==> config.mk <==
export PLATFORM = sky130hd
export DESIGN_NAME = hsat_fifo
export DESIGN_NICKNAME = d
export VERILOG_FILES = /design/src/rtl/hsat_pkg.sv /design/src/rtl/hsat_fifo.sv
export SDC_FILE = /design/constraint.sdc
export NUM_CORES = 1
export LEC_CHECK = 0
export BUFFER_PORTS_ARGS = -buffer_cell sky130_fd_sc_hd__buf_4
export CAP_MARGIN = 20
export CORE_UTILIZATION = 35
export DETAILED_ROUTE_END_ITERATION = 8
export SYNTH_ARGS = -nofsm -noshare
export SYNTH_HDL_FRONTEND = slang
export SYNTH_SLANG_ARGS = --single-unit
==> constraint.sdc <==
create_clock -name i_clk -period 2.5 [get_ports i_clk]
set_clock_uncertainty 0.2 [all_clocks]
set_input_delay 0.25 -clock i_clk [delete_from_list [all_inputs] [get_ports i_clk]]
set_output_delay 0.25 -clock i_clk [all_outputs]
set_load 0.1 [all_outputs]
==> src/rtl/hsat_pkg.sv <==
// Package for the hazard summed-area table unit.
// Holds the shared widths, codes, queue item type and back-end states.
// No dependencies.
package hsat_pkg;

    localparam int SZW  = 9;   // map size, raster position and row run width
    localparam int CW   = 8;   // cost byte and rectangle bound width
    localparam int CNTW = 17;  // table entry and hazard count width
    localparam int IDXW = 2;   // configuration register index width

    localparam int FIFO_DEPTH = 4;
    localparam int FIFO_PW    = $clog2(FIFO_DEPTH);

    localparam logic [IDXW-1:0] REG_MAP_WIDTH        = 2'd0;
    localparam logic [IDXW-1:0] REG_MAP_HEIGHT       = 2'd1;
    localparam logic [IDXW-1:0] REG_UNKNOWN_CODE     = 2'd2;
    localparam logic [IDXW-1:0] REG_LETHAL_THRESHOLD = 2'd3;

    typedef enum logic [0:0] {
        OP_CELL  = 1'b0,
        OP_QUERY = 1'b1
    } t_opcode;

    typedef enum logic [1:0] {
        ST_OK        = 2'd0,
        ST_NOT_READY = 2'd1,
        ST_BAD_RECT  = 2'd2
    } t_status;

    typedef enum logic [1:0] {
        S_IDLE,
        S_CELL,
        S_Q_RD2,
        S_Q_SUM
    } t_back_state;

    typedef struct packed {
        logic [SZW-1:0] used_w;
        logic [SZW-1:0] used_h;
        logic [CW-1:0]  unknown_code;
        logic [CW-1:0]  lethal_threshold;
    } t_cfg;

    typedef struct packed {
        t_opcode       kind;
        logic          new_map;
        logic          hazard;
        logic          bad_rect;
        logic [CW-1:0] min_x;
        logic [CW-1:0] min_y;
        logic [CW-1:0] max_x;
        logic [CW-1:0] max_y;
    } t_item;

endpackage

==> src/rtl/hsat_fifo.sv <==
// Short item queue between the front and back ends.
// Depends on hsat_pkg for the item type and depth.
module hsat_fifo import hsat_pkg::*; (
    input  logic  i_clk,
    input  logic  i_rst_n,
    input  logic  i_push,
    input  t_item i_item,
    input  logic  i_pop,
    output t_item o_item,
    output logic  o_valid,
    output logic  o_full
);

    t_item               r_mem [FIFO_DEPTH];
    logic [FIFO_PW-1:0]  r_wr_ptr;
    logic [FIFO_PW-1:0]  r_rd_ptr;
    logic [FIFO_PW:0]    r_count;
    logic                w_do_pop;

    assign o_item   = r_mem[r_rd_ptr];
    assign o_valid  = (r_count != '0);
    assign o_full   = (r_count == (FIFO_PW+1)'(FIFO_DEPTH));
    assign w_do_pop = i_pop && o_valid;

    always_ff @(posedge i_clk) begin
        if (!i_rst_n) begin
            r_wr_ptr <= '0;
            r_rd_ptr <= '0;
            r_count  <= '0;
        end else begin
            if (i_push) begin
                r_wr_ptr <= r_wr_ptr + 1'b1;
            end
            if (w_do_pop) begin
                r_rd_ptr <= r_rd_ptr + 1'b1;
            end
            if (i_push && !w_do_pop) begin
                r_count <= r_count + 1'b1;
            end else if (!i_push && w_do_pop) begin
                r_count <= r_count - 1'b1;
            end
        end
    end

    always_ff @(posedge i_clk) begin
        if (i_push) begin
            r_mem[r_wr_ptr] <= i_item;
        end
    end

endmodule

==> impl_metrics.yaml <==
clocking:
  cts_buffers: 17
  post-cts-setup-buffer-count: 0
  insertion_delay_ns: 0.41
  clk_path_buf_depth: 2
  cts_sinks: 153
  cts-resized-gates: 0
  clock-root-buffer: "clkbuf_16"
  cts_tree: "yes"
  path_clk_slew_ns: 0.05
  ctsHtreeMaxLevel: 4
logic_synthesis:
  syn_area_um2: 5730
  postSynthCellCount: 231
  ys_seq_area_share_pct: 78.7
  synth_top_area_share_pct: 75.5
  synth_edf_count: 144
  synth_fp_nets: 277
  yosysTopAreaCell: "edfxtp_1"
  synth_seq_cells: 153
  synth_ff_type: "edfxtp_1"
  ys_warn_count: 0
  ys_top_cells_by_area: "edfxtp_1 76%, mux4_2 12%, dfxtp_1 3.1%"
  yosysUniqueCellTypes: 22
  async_flop_share_pct: 0
  synth_area_per_cell_um2: 24.8
route:
  num_vias: 2734
  drc_errors: 0
  drt-pass1-iter-count: 4
  vias_per_cell: 4.59
  wire_per_inst_um: 17.1
  drtIter0Drc: 114
  drtAntennaViolNets: 0
  wirelength_um: 10200
finish:
  fin_area_um2: 7600
  antenna_cells: 0
  drive_gt1_share_pct: 40.4
  syn2layout_area_growth_pct: 32.8
  fin_nets: 412
timing:
  whs_ns: 0.0996
  hold_viol_final: 0
  min_period_ns: 2.40
  setup-violations-final: 0
  max_freq_mhz: 417
  min_period_over_period_pct: 95.9
  maxSlewViolCount: 0
  max-slew-margin-rel_pct: 69.1
  tightest_slew_ns: 0.463
  rsz0062_at_grt: "false"
  setup_tns_ns: 0
placed_design:
  gp_congestion: 0.656
  numPortBuffers: 77
  post-dp-hpwl_um: 6040
  place_area_um2: 6640
global_routing:
  grt_use_total_pct: 13.1
  grt_max_degree: 37
  grt_first_pass_wirelength_um: 15500
  grt_antenna_before_repair: 0
  grt_overflow_total: 0
  grt_pass1_vias: 2889
hold_path:
  hold_depth: 4
  min_from: "i_pop"
  hold_class: "in -> reg"
setup_path:
  critPathMaxStageDelay_ns: 0.64
  endpoint_kind: "primary output"
  cp_cell_sequence: "buf_4 > mux4_1 > buf_4"
  cp_slowest_cell: "mux4_1"
  start_kind: "register"
  arrival_ns: 1.95
  path_buf_inv: 2
  r2r_start: "r_count[1]$_SDFFE_PN0P_"
  cp.required_ns: 2.05
  crit_family: "multiplexers"
  reg2regPathDepth: 7
  cp_common_cell: "buf_4"
  r2r_slack_ns: 0.17
  r2r_end: "r_count[2]$_SDFFE_PN0P_"
  cp_max_fo: 15
  path_class: "reg -> out"
power:
  power.static_leakage_nw: 2.61
  powerDensity_nw_per_um2: 1170
  finalPower_mw: 8.93
  ir_drop_uv: 638
floorplan:
  core_um2: 15900
  die_area_um2: 16900
  io_pins: 78
  die_w_um: 130
  die_h_um: 130
  start_util_pct: 35.9
  row_count: 46
job:
  maxCapViolCount: 0
outcome:
  run_status: "finished, final reports clean"
## flip-flops by register name, indices dropped and copies added, names as in the netlist, named ones only
signal	flops
r_mem	144
r_count	3
r_rd_ptr	2
r_wr_ptr	2
## power breakdown
| part | leakage (nW) | switching [mW] | internal [mW] | total (mW) |
|---|---|---|---|---|
| clock | 0.278 | 0.949 | 1.56 | 2.51 |
| sequential | 1.40 | 0.0787 | 2.97 | 3.04 |
| combinational | 0.938 | 2.44 | 0.935 | 3.38 |
## what timing repair did
action | CTS | global route
endpoints found under the setup margin | 0 | 0
hold buffers | 38 | 0
endpoints found under the hold margin | 153 | 0
## tightest hold or removal path: stages
cell and delay [ns]:
buf_4 0.13, o31ai_4 0.06, xnor2_1 0.07, and2_1 0.15
## through the flow
stage	utilization [%]	setup WS, ns	std cells
floorplan	-	0.358	231
global placement	41.6	0.317	525
detailed placement	41.6	0.174	525
CTS	47.7	0.0368	595
global route	47.7	0.00229	595
finish	47.7	0.103	595
## layer usage
layer / routed length (um) / GRT usage, % / vias up
li1: - / - / 1246
met1: 4600 / 16.6 / 1408
met2: 4980 / 20.2 / 67
met3: 439 / 4.63 / 13
met4: 147 / 6.36 / 0
met5: 0 / 0 / -
## cell type report
cell class | instances | area [um2]
Fill cell | 1341 | 8340
Sequential cell | 153 | 4510
Multi-Input combinational cell | 67 | 1130
Timing Repair Buffer | 124 | 1100
Clock buffer | 19 | 433
Tap cell | 216 | 270
Clock inverter | 13 | 153
Inverter | 3 | 11.3
## cells by family after synthesis
group	Yosys count	share of synthesized area (%)
flip-flops	153	78.7
multiplexers	38	14.9
AND/OR/NAND/NOR	14	1.55
buffers and inverters	11	1.79
adder cells (fa/ha/maj)	6	1.44
XOR/XNOR	5	0.765
AO/OA/AOI/OAI	4	0.874
## cells in the mapped netlist (2+ instances only)
cell type / instances
edfxtp_1: 144
mux4_2: 30
and2_1: 9
dfxtp_1: 9
mux4_1: 6
ha_1: 5
buf_12: 3
buf_2: 3
inv_1: 3
xnor2_1: 3
mux2i_1: 2
nor2b_1: 2
or3_1: 2
xor2_1: 2
## worst max path at each step
| stage | start | end | cells after the start |
|---|---|---|---|
| 3_3_place_gp | r_count[1]$_SDFFE_PN0P_ | r_count[2]$_SDFFE_PN0P_ | 7 |
| 3_5_place_dp | r_count[1]$_SDFFE_PN0P_ | r_count[2]$_SDFFE_PN0P_ | 7 |
| 5_1_grt | register | o_item[35] | 3 |
| 4_1_cts | register | o_item[35] | 3 |
| 2_1_floorplan | r_count[1]$_SDFFE_PN0P_ | r_count[2]$_SDFFE_PN0P_ | 7 |
| 6_report | register | o_item[35] | 3 |
## cell usage in the layout, fill, tap and decap left out, types with 3 or more instances in the layout
cell type	n
edfxtp_1	144
buf_4	80
dlygate4sd3_1	38
mux4_2	30
clkbuf_16	17
dfxtp_1	7
mux4_1	6
buf_12	6
and2_1	5
ha_1	5
and2_2	4
inv_1	3
xnor2_1	3
clkinv_2	3
bufinv_16	3
clkinvlp_4	3
Power figures use the tool's default switching activity.
