$ cat src/rtl/hsat_pkg.sv
// Package for the hazard summed-area table unit.
// Holds the shared widths, codes, queue item type and back-end states.
// No dependencies.
package hsat_pkg;

    localparam int SZW  = 9;   // map size, raster position and row run width
    localparam int CW   = 8;   // cost byte and rectangle bound width
    localparam int CNTW = 17;  // table entry and hazard count width
    localparam int IDXW = 2;   // configuration register index width

    localparam int FIFO_DEPTH = 4;
    localparam int FIFO_PW    = $clog2(FIFO_DEPTH);

    localparam logic [IDXW-1:0] REG_MAP_WIDTH        = 2'd0;
    localparam logic [IDXW-1:0] REG_MAP_HEIGHT       = 2'd1;
    localparam logic [IDXW-1:0] REG_UNKNOWN_CODE     = 2'd2;
    localparam logic [IDXW-1:0] REG_LETHAL_THRESHOLD = 2'd3;

    typedef enum logic [0:0] {
        OP_CELL  = 1'b0,
        OP_QUERY = 1'b1
    } t_opcode;

    typedef enum logic [1:0] {
        ST_OK        = 2'd0,
        ST_NOT_READY = 2'd1,
        ST_BAD_RECT  = 2'd2
    } t_status;

    typedef enum logic [1:0] {
        S_IDLE,
        S_CELL,
        S_Q_RD2,
        S_Q_SUM
    } t_back_state;

    typedef struct packed {
        logic [SZW-1:0] used_w;
        logic [SZW-1:0] used_h;
        logic [CW-1:0]  unknown_code;
        logic [CW-1:0]  lethal_threshold;
    } t_cfg;

    typedef struct packed {
        t_opcode       kind;
        logic          new_map;
        logic          hazard;
        logic          bad_rect;
        logic [CW-1:0] min_x;
        logic [CW-1:0] min_y;
        logic [CW-1:0] max_x;
        logic [CW-1:0] max_y;
    } t_item;

endpackage

$ cat src/rtl/hsat_front.sv
// Front end of the hazard summed-area table unit: accepts a transaction and
// classifies it into a queue item. Depends on hsat_pkg.
module hsat_front import hsat_pkg::*; (
    input  logic          i_start,
    input  logic          i_full,
    input  t_cfg          i_cfg,
    input  logic          i_opcode,
    input  logic          i_new_map,
    input  logic [CW-1:0] i_cell_cost,
    input  logic [CW-1:0] i_rect_min_x,
    input  logic [CW-1:0] i_rect_min_y,
    input  logic [CW-1:0] i_rect_max_x,
    input  logic [CW-1:0] i_rect_max_y,
    output logic          o_push,
    output t_item         o_item
);

    always_comb begin
        o_push          = i_start && !i_full;
        o_item.kind     = t_opcode'(i_opcode);
        o_item.new_map  = i_new_map;
        o_item.hazard   = (i_cell_cost == i_cfg.unknown_code)
                       || (i_cell_cost >= i_cfg.lethal_threshold);
        // Checked here; the user must not change the size while items are queued.
        o_item.bad_rect = (i_rect_min_x > i_rect_max_x)
                       || (i_rect_min_y > i_rect_max_y)
                       || ({1'b0, i_rect_max_x} >= i_cfg.used_w)
                       || ({1'b0, i_rect_max_y} >= i_cfg.used_h);
        o_item.min_x    = i_rect_min_x;
        o_item.min_y    = i_rect_min_y;
        o_item.max_x    = i_rect_max_x;
        o_item.max_y    = i_rect_max_y;
    end

endmodule

$ cat config.mk
export PLATFORM = sky130hd
export DESIGN_NAME = hsat_front
export DESIGN_NICKNAME = d
export VERILOG_FILES = /design/src/rtl/hsat_pkg.sv /design/src/rtl/hsat_front.sv
export SDC_FILE = /design/constraint.sdc
export NUM_CORES = 1
export LEC_CHECK = 0
export CORE_MARGIN = 2
export CORE_UTILIZATION = 26
export DETAILED_ROUTE_END_ITERATION = 6
export DONT_BUFFER_PORTS = 1
export PLACE_DENSITY_LB_ADDON = 0.25
export SYNTH_ARGS = -nofsm -noshare
export SYNTH_HDL_FRONTEND = slang
export SYNTH_SLANG_ARGS = --single-unit
$ cat constraint.sdc
create_clock -name vclk -period 2.7
set_clock_uncertainty 0.15 [all_clocks]
set_input_delay 0.54 -clock vclk [all_inputs]
set_output_delay 0.54 -clock vclk [all_outputs]
set_load 0.02 [all_outputs]
==> flow_metrics.env, run 1 <==
export IMPL_finalHoldViolations=0
export IMPL_synth_warnings=0
export IMPL_cap_violations=0
export IMPL_fin_cells=209
export IMPL_tightest_slew_ps=435
export IMPL_fmax_mhz=415
export IMPL_placed_cells=209
export IMPL_avgRoutedWirePerCell_um=11.4
export IMPL_dp_slack_ps=268
export IMPL_pin_count=115
export IMPL_whs_path_depth=0
export IMPL_dpl_hpwl_mm=2.33
export IMPL_timing_critical_path_mode_cell="a21oi_1"
export IMPL_grt_pass1_wl_mm=3.69
export IMPL_drive_above_1_share=0.0211
export IMPL_drt_iter0_drc=18
export IMPL_dr_total_vias=925
export IMPL_utilization=0.239
export IMPL_power_density_nw_per_um2=122
export IMPL_critical_path_slowest_cell="ha_1"
export IMPL_crit_chain="inv_1 > ha_1 > a21o_1 > a21oi_1 > o22ai_1 > a21oi_1 > nand4_1"
export IMPL_status="finished, final reports clean"
export IMPL_yosysSeqAreaShare=0
export IMPL_crit_fanout=2
export IMPL_fp_dieH_um=75.3
export IMPL_diodes=0
export IMPL_cts_resized=0
export IMPL_grt_use_total=0.0797
export IMPL_hp_class="primary input to output port"
export IMPL_cp_start_kind="primary input"
export IMPL_viasPerCell=4.43
export IMPL_regArea_um2=0
export IMPL_cp_end_kind="output port"
export IMPL_worstPathRequired_ps=2010
export IMPL_netlist_area_um2=1320
export IMPL_ir_drop_mv=0.0297
export IMPL_ctsHoldBuffers=0
export IMPL_hold_start="i_rect_min_y[4]"
export IMPL_die_area_um2=5670
export IMPL_drv_slew=0
export IMPL_routabilityCongestion=0.638
export IMPL_crit_type="primary input to output port"
export IMPL_synth_distinct_cells=22
export IMPL_hold_path_end="o_item[20]"
export IMPL_max_stage_delay_ps=290
export IMPL_portBuffers=0
export IMPL_die_w_um=75.3
export IMPL_synth_cells=176
export IMPL_final_cell_mix="inv_1 (40), ha_1 (40), a21oi_1 (14)"
export IMPL_fin_nets=262
export IMPL_period_needed_ps=2410
export IMPL_dr_pass1_iters=3
export IMPL_rows=25
export IMPL_finalSetupViolCount=0
export IMPL_clock_buffers=0
export IMPL_rsz0062_at_grt="no"
export IMPL_post_cts_setup_buffer_count=0
export IMPL_period_share=0.892
export IMPL_fin_ws_ps=291
export IMPL_syn_num_nets=294
export IMPL_first_global_vias=891
export IMPL_drtAntennaViolNets=0
export IMPL_core_area_um2=4820
export IMPL_critical_path_buf_inv_count=1
export IMPL_seq_cells=0
export IMPL_start_util=0.274
export IMPL_power_leakage_nw=0.668
export IMPL_post_route_drc_count=0
export IMPL_synth_avg_cell_area_um2=7.51
export IMPL_antenna_found_initial=0
export IMPL_area_delta_synth_final_pct=-13.0
export IMPL_crit_arrival_ps=1720
export IMPL_overflow=0
export IMPL_crit_family="compound AO/OA/AOI/OAI gates"
export IMPL_grt_max_degree=4
export IMPL_final_setup_tns_ps=0
export IMPL_routed_wl_mm=2.38
export IMPL_slew_headroom=0.708
## where the power goes
part | total, mW | switching (mW) | internal (mW)
Clock | 0 | 0 | 0
Sequential | 0 | 0 | 0
Combinational | 0.140 | 0.0726 | 0.0678
Total | 0.140 | 0.0726 | 0.0678
## final cells by class
| type | count | area, um2 |
|---|---|---|
| fill | 574 | 3670 |
| inverter | 40 | 150 |
| multi-input combinational | 102 | 916 |
| tap | 67 | 83.8 |
## layer usage
layer  share of wire  GRT usage  routed length, um  vias to the layer above
li1                -          -                  -                      496
met1            0.43      0.103               1020                      364
met5               0          0                  0                        -
met2            0.44      0.140               1050                       63
met3            0.13     0.0214                303                        2
met4          0.0034    0.00195                  8                        0
## cells by family after synthesis
kind of cell | Yosys count | synth area share
buffers and inverters | 74 | 0.307
adder cells (fa/ha/maj) | 40 | 0.379
AO/OA/AOI/OAI | 35 | 0.167
XOR/XNOR | 8 | 0.0530
AND/OR/NAND/NOR | 19 | 0.0947
## synth_stat cells (3+ instances only)
| master | instances | share of area |
|---|---|---|
| ha_1 | 40 | 0.38 |
| nand4_1 | 5 | 0.024 |
| o22ai_1 | 3 | 0.014 |
| o21ai_0 | 4 | 0.015 |
| xor2_1 | 8 | 0.053 |
| a21oi_1 | 14 | 0.053 |
| o211ai_1 | 4 | 0.023 |
| nand2_1 | 3 | 0.0085 |
| nor2b_1 | 3 | 0.014 |
| buf_4 | 34 | 0.19 |
| a21o_1 | 3 | 0.017 |
| inv_1 | 40 | 0.11 |
## through the flow
step	instance area, um2	total power [mW]	hold slack (ps)
finish	1150	0.140	930
global route	1150	0.170	930
CTS	1150	0.145	930
detailed placement	1150	0.143	930
global placement	1150	0.144	930
floorplan	1320	0.191	1010
## worst max-delay path by stage
stage / startpoint / to / slack (ps) / cells past startpoint
after floorplan: i_rect_max_x[0] / o_item[32] / 410 / 7
after global placement: i_cfg[31] / o_item[32] / 290 / 7
after detailed placement: i_cfg[31] / o_item[32] / 270 / 7
after CTS: i_cfg[31] / o_item[32] / 270 / 7
after global routing: i_rect_max_x[0] / o_item[32] / 190 / 7
final: i_cfg[31] / o_item[32] / 290 / 7
(Power assumes the default switching activity.)
==> run 2, diff against run 1 <==
==> constraint.sdc (replaced) <==
create_clock -name vclk -period 2.7
set_clock_uncertainty 0.15 [all_clocks]
set_input_delay 0.405 -clock vclk [all_inputs]
set_output_delay 0.405 -clock vclk [all_outputs]
set_load 0.02 [all_outputs]
==> flow_metrics.env, run 2 (synthesis results as in run 1) <==
export IMPL_cts_resized=0
export IMPL_grt_pass1_wl_mm=3.73
export IMPL_final_cell_mix="inv_1 (40), ha_1 (40), a21oi_1 (14)"
export IMPL_diodes=0
export IMPL_seq_cells=0
export IMPL_grt_use_total=0.0805
export IMPL_post_cts_setup_buffer_count=0
export IMPL_viasPerCell=4.46
export IMPL_status="finished, final reports clean"
export IMPL_period_share=0.791
export IMPL_fmax_mhz=468
export IMPL_max_stage_delay_ps=290
export IMPL_dpl_hpwl_mm=2.33
export IMPL_whs_path_depth=0
export IMPL_ctsHoldBuffers=0
export IMPL_cp_start_kind="primary input"
export IMPL_total_power_uw=141
export IMPL_first_global_vias=918
export IMPL_portBuffers=0
export IMPL_routed_wl_mm=2.40
export IMPL_crit_chain="inv_1 > ha_1 > nand2b_4 > a211oi_2 > o21ai_1 > a21oi_1 > nand4_1"
export IMPL_avgRoutedWirePerCell_um=11.5
export IMPL_fin_cells=209
export IMPL_clock_buffers=0
export IMPL_worstPathRequired_ps=2140
export IMPL_drv_slew=0
export IMPL_overflow=0
export IMPL_cp_end_kind="output port"
export IMPL_drtAntennaViolNets=0
export IMPL_core_area_um2=4820
export IMPL_dr_total_vias=932
export IMPL_drt_iter0_drc=13
export IMPL_die_w_um=75.3
export IMPL_ir_drop_mv=0.0328
export IMPL_routabilityCongestion=0.629
export IMPL_holdWs_ps=660
export IMPL_crit_type="primary input to output port"
export IMPL_cap_violations=0
export IMPL_finalHoldViolations=0
export IMPL_power_density_nw_per_um2=123
export IMPL_critPathLaunch="i_rect_max_x[0]"
export IMPL_pin_count=115
export IMPL_fillCellCount=577
export IMPL_start_util=0.274
export IMPL_rows=25
export IMPL_area_delta_synth_final_pct=-13.0
export IMPL_antenna_found_initial=0
export IMPL_period_needed_ps=2140
export IMPL_final_setup_tns_ps=0
export IMPL_post_route_drc_count=0
export IMPL_crit_fanout=3
export IMPL_placed_cells=209
export IMPL_critical_path_slowest_cell="nand4_1"
export IMPL_fp_dieH_um=75.3
export IMPL_hold_start="i_rect_min_y[7]"
export IMPL_tightest_slew_ps=436
export IMPL_hp_class="primary input to output port"
export IMPL_fin_nets=262
export IMPL_die_area_um2=5670
export IMPL_drive_above_1_share=0.0211
export IMPL_rsz0062_at_grt="no"
export IMPL_dr_pass1_iters=3
export IMPL_crit_arrival_ps=1580
export IMPL_finalSetupViolCount=0
export IMPL_multiInputGateArea_um2=916
export IMPL_power_leakage_nw=0.668
export IMPL_regArea_um2=0
export IMPL_grt_max_degree=4
export IMPL_slew_headroom=0.707
export IMPL_hold_path_end="o_item[23]"
-- run 2: cell counts in the layout (fill, tap and decap cells not counted) --
No cell type changed its count.
-- run 2: metrics by stage --
stage	setup slack, ps	utilization	cell area (um2)
after floorplan	681	-	1320
after global placement	556	0.239	1150
after detailed placement	546	0.239	1150
after CTS	543	0.239	1150
after global routing	459	0.239	1150
final	563	0.239	1150
-- run 2: worst max path at each step --
stage                     cells past startpoint          to  slack (ps)
after floorplan                               7  o_item[32]         680
after global placement                        7  o_item[32]         560
after detailed placement                      7  o_item[32]         550
after CTS                                     7  o_item[32]         540
after global routing                          7  o_item[32]         460
final                                         7  o_item[32]         560
-- run 2: per-layer routing --
metal,vias up,share of wire,GRT usage,wire length (um)
met5,-,0,0,0
met4,0,0.0033,0.00195,8
met3,2,0.14,0.0268,337
met2,67,0.45,0.151,1080
met1,369,0.40,0.0937,966
li1,494,-,-,-
-- run 2: worst max-delay path, delay by kind of cell --
kind,cells,cell delay [ps]
buffers and inverters,1,20
adder cells (fa/ha/maj),1,260
AND/OR/NAND/NOR,2,430
AO/OA/AOI/OAI,3,470
-- run 2: layout make-up --
type	instances	area share
well taps	67	0.0729
inverters	40	0.131
multi-input cells	102	0.797
-- run 2: where the power goes --
| part | internal [mW] | switching, mW |
|---|---|---|
| combinational | 0.0680 | 0.0731 |
| sequential | 0 | 0 |
| clock | 0 | 0 |
| total | 0.0680 | 0.0731 |
